==> config.mk <==
export PLATFORM = sky130hd
export DESIGN_NAME = annexb_nal_deframer_unit
export DESIGN_NICKNAME = d
export VERILOG_FILES = /design/src/design/anxb_pkg.sv /design/src/design/annexb_nal_deframer_unit.sv /design/src/design/anxb_window.sv
export SDC_FILE = /design/constraint.sdc
export NUM_CORES = 1
export LEC_CHECK = 0
export ABC_AREA = 0
export BUFFER_PORTS_ARGS = -buffer_cell sky130_fd_sc_hd__buf_4
export CAP_MARGIN = 15
export CORE_AREA = 2 2 123 125
export CTS_CLUSTER_SIZE = 28
export DETAILED_ROUTE_END_ITERATION = 16
export DIE_AREA = 0 0 125 127
export MAX_ROUTING_LAYER = met4
export SETUP_SLACK_MARGIN = 0.02
export SYNTH_ARGS = -nofsm -noshare
export SYNTH_HDL_FRONTEND = slang
export SYNTH_SLANG_ARGS = --single-unit
==> constraint.sdc <==
create_clock -name aclk -period 3.6 [get_ports aclk]
set_input_delay 0.54 -clock aclk [delete_from_list [all_inputs] [get_ports aclk]]
set_output_delay 0.54 -clock aclk [all_outputs]
set_load 0.01 [all_outputs]
==> src/design/anxb_pkg.sv <==
// Shared types and constants for the Annex B NAL deframer.
// Used by anxb_window and annexb_nal_deframer_unit; depends on nothing.
`default_nettype none

package anxb_pkg;

    localparam int BYTE_W   = 8;
    localparam int OFFSET_W = 32;
    localparam int FIELDS_W = 49;
    localparam int TDATA_W  = 56;
    localparam int PAD_W    = TDATA_W - FIELDS_W;

    localparam logic KIND_HEADER  = 1'b0;
    localparam logic KIND_PAYLOAD = 1'b1;

    localparam logic [1:0] ERR_OK        = 2'd0;
    localparam logic [1:0] ERR_EMPTY     = 2'd1;
    localparam logic [1:0] ERR_FORBIDDEN = 2'd2;

    localparam logic [BYTE_W-1:0] ZERO_BYTE  = 8'h00;
    localparam logic [BYTE_W-1:0] MARKER_END = 8'h01;

    typedef struct packed {
        logic                item_kind;
        logic [BYTE_W-1:0]   payload_byte;
        logic [1:0]          ref_priority;
        logic [4:0]          unit_type;
        logic [1:0]          packet_error;
        logic [OFFSET_W-1:0] packet_offset;
        logic                last_of_packet;
    } result_t;

    typedef struct packed {
        logic    valid;
        result_t res;
    } core_out_t;

endpackage

`default_nettype wire

==> src/design/annexb_nal_deframer_unit.sv <==
// Top level of the Annex B NAL deframer: stream ports and result register.
// Depends on anxb_pkg and anxb_window.
//
// Usage:
//   s_ channel carries one raw byte-stream byte per beat in s_tdata[7:0].
//   m_ channel carries one result per beat: a packet header (m_tuser 0)
//   or a payload byte (m_tuser 1); m_tlast marks the final item of a packet.
//   Start-code bytes (00 00 01) never appear on the output, and bytes before
//   the first start code are dropped. Each byte is held in the three-byte
//   window, so a packet's bytes come out as later input bytes arrive; the
//   final bytes of a packet with no closing start code stay held.
//   A result is registered and leaves on m_ in the cycle after the input
//   beat that releases it. Throughput: one byte per cycle while m_tready
//   is high, set by the single result register; s_tready is high whenever
//   that register is empty or being drained in the same cycle.
//   Reset (aresetn low, synchronous) clears window count, packet state,
//   stream offset and result valid flag, not window or result data. While
//   m_tready is low and a result is waiting, s_tready drops and the result holds.
`default_nettype none

module annexb_nal_deframer_unit (
    input  wire logic                          aclk,
    input  wire logic                          aresetn,
    input  wire logic                          s_tvalid,
    output      logic                          s_tready,
    input  wire logic [7:0]                    s_tdata,  // [7:0] stream_byte
    output      logic                          m_tvalid,
    input  wire logic                          m_tready,
    // [7:0] payload_byte, [9:8] ref_priority, [14:10] unit_type,
    // [16:15] packet_error, [48:17] packet_offset, [55:49] zero
    output      logic [anxb_pkg::TDATA_W-1:0]  m_tdata,
    output      logic                          m_tuser,  // [0] item_kind
    output      logic                          m_tlast   // last_of_packet
);

    logic                 beat_accept;
    anxb_pkg::core_out_t  core_out;
    logic                 out_valid_reg;
    anxb_pkg::result_t    out_res_reg;

    assign s_tready    = !out_valid_reg || m_tready;
    assign beat_accept = s_tvalid && s_tready;

    anxb_window u_window (
        .aclk        (aclk),
        .aresetn     (aresetn),
        .beat_accept (beat_accept),
        .beat_byte   (s_tdata),
        .core_out    (core_out)
    );

    always_ff @(posedge aclk) begin
        if (!aresetn) begin
            out_valid_reg <= 1'b0;
        end else if (s_tready) begin
            out_valid_reg <= core_out.valid;
        end
    end

    always_ff @(posedge aclk) begin
        if (s_tready && core_out.valid) begin
            out_res_reg <= core_out.res;
        end
    end

    assign m_tvalid = out_valid_reg;
    assign m_tuser  = out_res_reg.item_kind;
    assign m_tlast  = out_res_reg.last_of_packet;
    assign m_tdata  = {{anxb_pkg::PAD_W{1'b0}},
                       out_res_reg.packet_offset,
                       out_res_reg.packet_error,
                       out_res_reg.unit_type,
                       out_res_reg.ref_priority,
                       out_res_reg.payload_byte};

    a_ready_when_empty: assert property (@(posedge aclk) disable iff (!aresetn)
        !m_tvalid |-> s_tready)
        else $error("input stalled with empty result register");

    a_result_registered: assert property (@(posedge aclk) disable iff (!aresetn)
        (beat_accept && core_out.valid) |=> m_tvalid)
        else $error("released result not presented");

    a_empty_is_last_header: assert property (@(posedge aclk) disable iff (!aresetn)
        (m_tvalid && (m_tdata[16:15] == anxb_pkg::ERR_EMPTY)) |->
            (m_tlast && (m_tuser == anxb_pkg::KIND_HEADER)))
        else $error("empty packet result not a final header");

    a_payload_no_header: assert property (@(posedge aclk) disable iff (!aresetn)
        (m_tvalid && (m_tuser == anxb_pkg::KIND_PAYLOAD)) |-> (m_tdata[48:8] == '0))
        else $error("payload result carries header fields");

endmodule

`default_nettype wire

==> src/design/anxb_window.sv <==
// Hold window, start-code match and header/payload decode for one byte beat.
// Depends on anxb_pkg.
`default_nettype none

module anxb_window (
    input  wire logic                        aclk,
    input  wire logic                        aresetn,
    input  wire logic                        beat_accept,
    input  wire logic [anxb_pkg::BYTE_W-1:0] beat_byte,
    output anxb_pkg::core_out_t              core_out
);

    logic [anxb_pkg::BYTE_W-1:0]   win_reg   [3];
    logic [anxb_pkg::BYTE_W-1:0]   win_next  [3];
    logic [1:0]                    count_reg, count_next;
    logic                          inside_reg, inside_next;
    logic                          sent_reg, sent_next;
    logic [anxb_pkg::OFFSET_W-1:0] pos_reg;

    logic                          match;
    logic                          emit;
    logic                          empty_pkt;
    logic                          last;
    logic [anxb_pkg::BYTE_W-1:0]   head;

    always_comb begin
        unique case (count_reg)
            2'd2:    match = (win_reg[0] == anxb_pkg::ZERO_BYTE) &&
                             (win_reg[1] == anxb_pkg::ZERO_BYTE) &&
                             (beat_byte == anxb_pkg::MARKER_END);
            2'd3:    match = (win_reg[1] == anxb_pkg::ZERO_BYTE) &&
                             (win_reg[2] == anxb_pkg::ZERO_BYTE) &&
                             (beat_byte == anxb_pkg::MARKER_END);
            default: match = 1'b0;
        endcase
    end

    assign head      = win_reg[0];
    assign emit      = inside_reg && (count_reg == 2'd3);
    assign empty_pkt = inside_reg && match && (count_reg != 2'd3) && !sent_reg;
    assign last      = match;

    always_comb begin
        core_out.valid = beat_accept && (emit || empty_pkt);
        core_out.res   = '0;
        core_out.res.last_of_packet = last;
        if (empty_pkt) begin
            core_out.res.item_kind     = anxb_pkg::KIND_HEADER;
            core_out.res.packet_error  = anxb_pkg::ERR_EMPTY;
            core_out.res.packet_offset = pos_reg - 32'd2;
        end else if (!sent_reg) begin
            core_out.res.item_kind     = anxb_pkg::KIND_HEADER;
            core_out.res.ref_priority  = head[6:5];
            core_out.res.unit_type     = head[4:0];
            core_out.res.packet_error  = head[7] ? anxb_pkg::ERR_FORBIDDEN : anxb_pkg::ERR_OK;
            core_out.res.packet_offset = pos_reg - 32'd3;
        end else begin
            core_out.res.item_kind    = anxb_pkg::KIND_PAYLOAD;
            core_out.res.payload_byte = head;
        end
    end

    always_comb begin
        win_next    = win_reg;
        count_next  = count_reg;
        inside_next = inside_reg;
        sent_next   = sent_reg;
        if (match) begin
            inside_next = 1'b1;
            sent_next   = 1'b0;
            count_next  = 2'd0;
        end else if (count_reg == 2'd3) begin
            win_next[0] = win_reg[1];
            win_next[1] = win_reg[2];
            win_next[2] = beat_byte;
            if (emit) begin
                sent_next = 1'b1;
            end
        end else begin
            win_next[count_reg] = beat_byte;
            count_next          = count_reg + 2'd1;
        end
    end

    always_ff @(posedge aclk) begin
        if (beat_accept) begin
            win_reg <= win_next;
        end
    end

    always_ff @(posedge aclk) begin
        if (!aresetn) begin
            count_reg  <= 2'd0;
            inside_reg <= 1'b0;
            sent_reg   <= 1'b0;
            pos_reg    <= '0;
        end else if (beat_accept) begin
            count_reg  <= count_next;
            inside_reg <= inside_next;
            sent_reg   <= sent_next;
            pos_reg    <= pos_reg + 32'd1;
        end
    end

endmodule

`default_nettype wire
==> metrics <==
mux share of post-synthesis cell area 0.00917; row count 44; post-CTS sizing 0; # DRC 0; drt pass-1 iters 4; layout cells sized above 1 0.188; commonest non-fill, non-tap cell in the layout edfxtp_1; CTS Hold Bufs 0; setup_tns 0 ns; Fmax achieved ~350 MHz; Iteration-0 DRC Markers 288; main flop type after synthesis edfxtp_1; main combinational cell family by area after synthesis simple AND/OR/NAND/NOR gates; # diodes 0; Hold Path Class primary input to register; post-route cell area 0.00660 mm²; Worst setup EP type register; Max Cap Violations 0; first-pass GRT wire length 19000 µm; CTS tree done; Synth-to-Final Area Change 15.3%; die height 127 µm; post-synthesis sequential area ratio 0.522; pre-CTS setup slack 0.584 ns; nets@finish roughly 600; Avg WL per Cell approximately 15 µm; share of the synthesized area in the top cell type 0.393; Post-Synthesis Cells 527; power per cell area 398 mW/mm²; largest cells by area after synthesis edfxtp_1 39%, dfxtp_1 13%, and2_1 4.8%; R2R setup slack 0.78 ns; Port Buf Inserts 64; Skew-Pair Late Insertion Delay 0.36 ns; Detailed Route WL between 10000 and 15000 µm; pin count of the biggest net entering global routing 50; Max IR drop VDD 0.201 mV; crit path DAT 2.92 ns; Worst slew margin 0.527; Total Power Consumption 0.00263 W; Synth Cell Area 0.00573 mm²; synth warn 0; run status complete, no violations; Worst-path clk slew 0.07 ns; Placer Congestion 0.840; Final Hold Viols 0; Synth Area in Compound Gates 0.0878; flops & latches, synth approximately 110; critical path peak fanout 10; CTS buffer count 9; IO Pins a little over 70; Final Cycle Share 0.783; Layout Skew approximately 0.0064 ns; Post-Synth XOR/XNOR Area 0.0642; setup ws final 0.783 ns; Clock Sink Count 112; fill cell count 1358; most frequent cells in the layout 75 x edfxtp_1, 71 x buf_4, 43 x and2_1; number of library cell types mapped by synthesis 53; All-Layer GR Usage 0.154; DR vias 3959; P_leak 2.58 nW; Period minus WS final 2.82 ns; hold_ws about 0.48 ns; initial core utilization 0.397; adder-cell area share of the yosys netlist 0.0175; H-tree Lvls 3; CP Launch Type register; vias in the first global route roughly 3700; post-DR vias/cell 5.18; HPWL after detailed placement between 8000 and 9000 µm; worst endpoint required time 3.70 ns; max reg flops slightly below 50; floorplan die width 125 µm; initial antenna violation count 0; Post-CTS Setup Repair Bufs 0; GRT overflow 0; core region area ~0.014 mm²; placement-stage cell area between 0.006 and 0.007 mm²; RSZ-0062 raised after global routing no; Simple-Gate Fraction of Synth Area 0.253; CP Class register to register; Async SR Flop Fraction 0; CTS root buffer clkbuf_16; # setup viols final 0; Clock Tree Buf Depth 2; Post-synth EDFFs 75; actual slew at the worst max-slew pin 0.703 ns; cell taking the most area after synthesis edfxtp_1; die area about 0.016 mm²; fin. max-slew vios 0; Antenna Nets Post-Route 0; syn avg cell area 10.9 µm²
## report_power, final
group | internal (W) | leakage (nW) | total (W) | switching [W]
clock | 0.000608 | 0.154 | 0.00106 | 0.000451
combinational | 0.0000654 | 1.44 | 0.000147 | 0.0000820
sequential | 0.00140 | 0.980 | 0.00142 | 0.0000244
total | 0.00207 | 2.58 | 0.00263 | 0.000557
## synth_stat cells (5+ instances only)
master and instances:
buf_4 8, and2_1 44, buf_2 9, nor4_1 10
a21boi_0 5, xor2_1 17, nor2_1 42, and4_1 5
edfxtp_1 75, nor2b_1 23, and3_1 7, or3_1 15
nor3_1 7, a211oi_1 5, or4_1 7, nor4_2 8
nand4_1 8, ha_1 8, nand3_1 19, dfxtp_1 37
nand2_1 26, a21oi_1 12, clkbuf_1 17, a22o_1 16
xnor2_1 25, inv_1 9, o21ai_0 17
## logic make-up after synthesis
kind of cell | count (synthesis)
DFF | 112
other | 1
xor gates and xnor gates | 42
muxes | 5
buffers and inverters | 49
adders and majority gates | 8
AOI/OAI and AO/OA | 72
and+or+nand+nor | 238
## stage by stage
stage | instances | utilization
finish | 764 | 0.458
global route | 764 | 0.458
CTS | 763 | 0.457
detailed placement | 747 | 0.436
global placement | 747 | 0.436
floorplan | 533 | -
## final cells by class
cell class,instances,area (µm²),area share
Clock buffer,10,229,0.0347
Multi-Input combinational cell,372,2500,0.379
Clock inverter,6,82.6,0.0125
Inverter,9,33.8,0.00512
Tap cell,184,230,0.0349
Sequential cell,112,2990,0.453
Timing Repair Buffer,71,533,0.0807
## routing by layer
metal,track usage,up-vias,share of wire
met4,0.0588,0,0.018
met3,0.0322,17,0.046
met5,-,-,0
met2,0.233,78,0.46
li1,-,1981,-
met1,0.206,1883,0.47
## worst max-delay path, stage by stage, from the launching register on
cell and delay [ns]:
dfxtp_1 0.54, inv_1 0.12, ha_1 0.24, a2111oi_2 0.47
nand4_1 0.17, a21oi_1 0.19, o21ai_1 0.26, nor4_2 0.22
mux2_1 0.35
## path summary, 6_finish.rpt
kind | end | startpoint | cells after the start
worst max-delay path | m_tdata[48]$_DFFE_PP_ | u_window.pos_reg[2]$_SDFFE_PN0P_ | 8
worst min-delay path | m_tvalid$_SDFFE_PN0N_ | s_tvalid | 3
worst max register to register | m_tdata[48]$_DFFE_PP_ | u_window.pos_reg[2]$_SDFFE_PN0P_ | 8
worst min register to register | u_window.inside_reg$_SDFFE_PN0P_ | u_window.inside_reg$_SDFFE_PN0P_ | 1
Power figures use the tool's default switching activity.
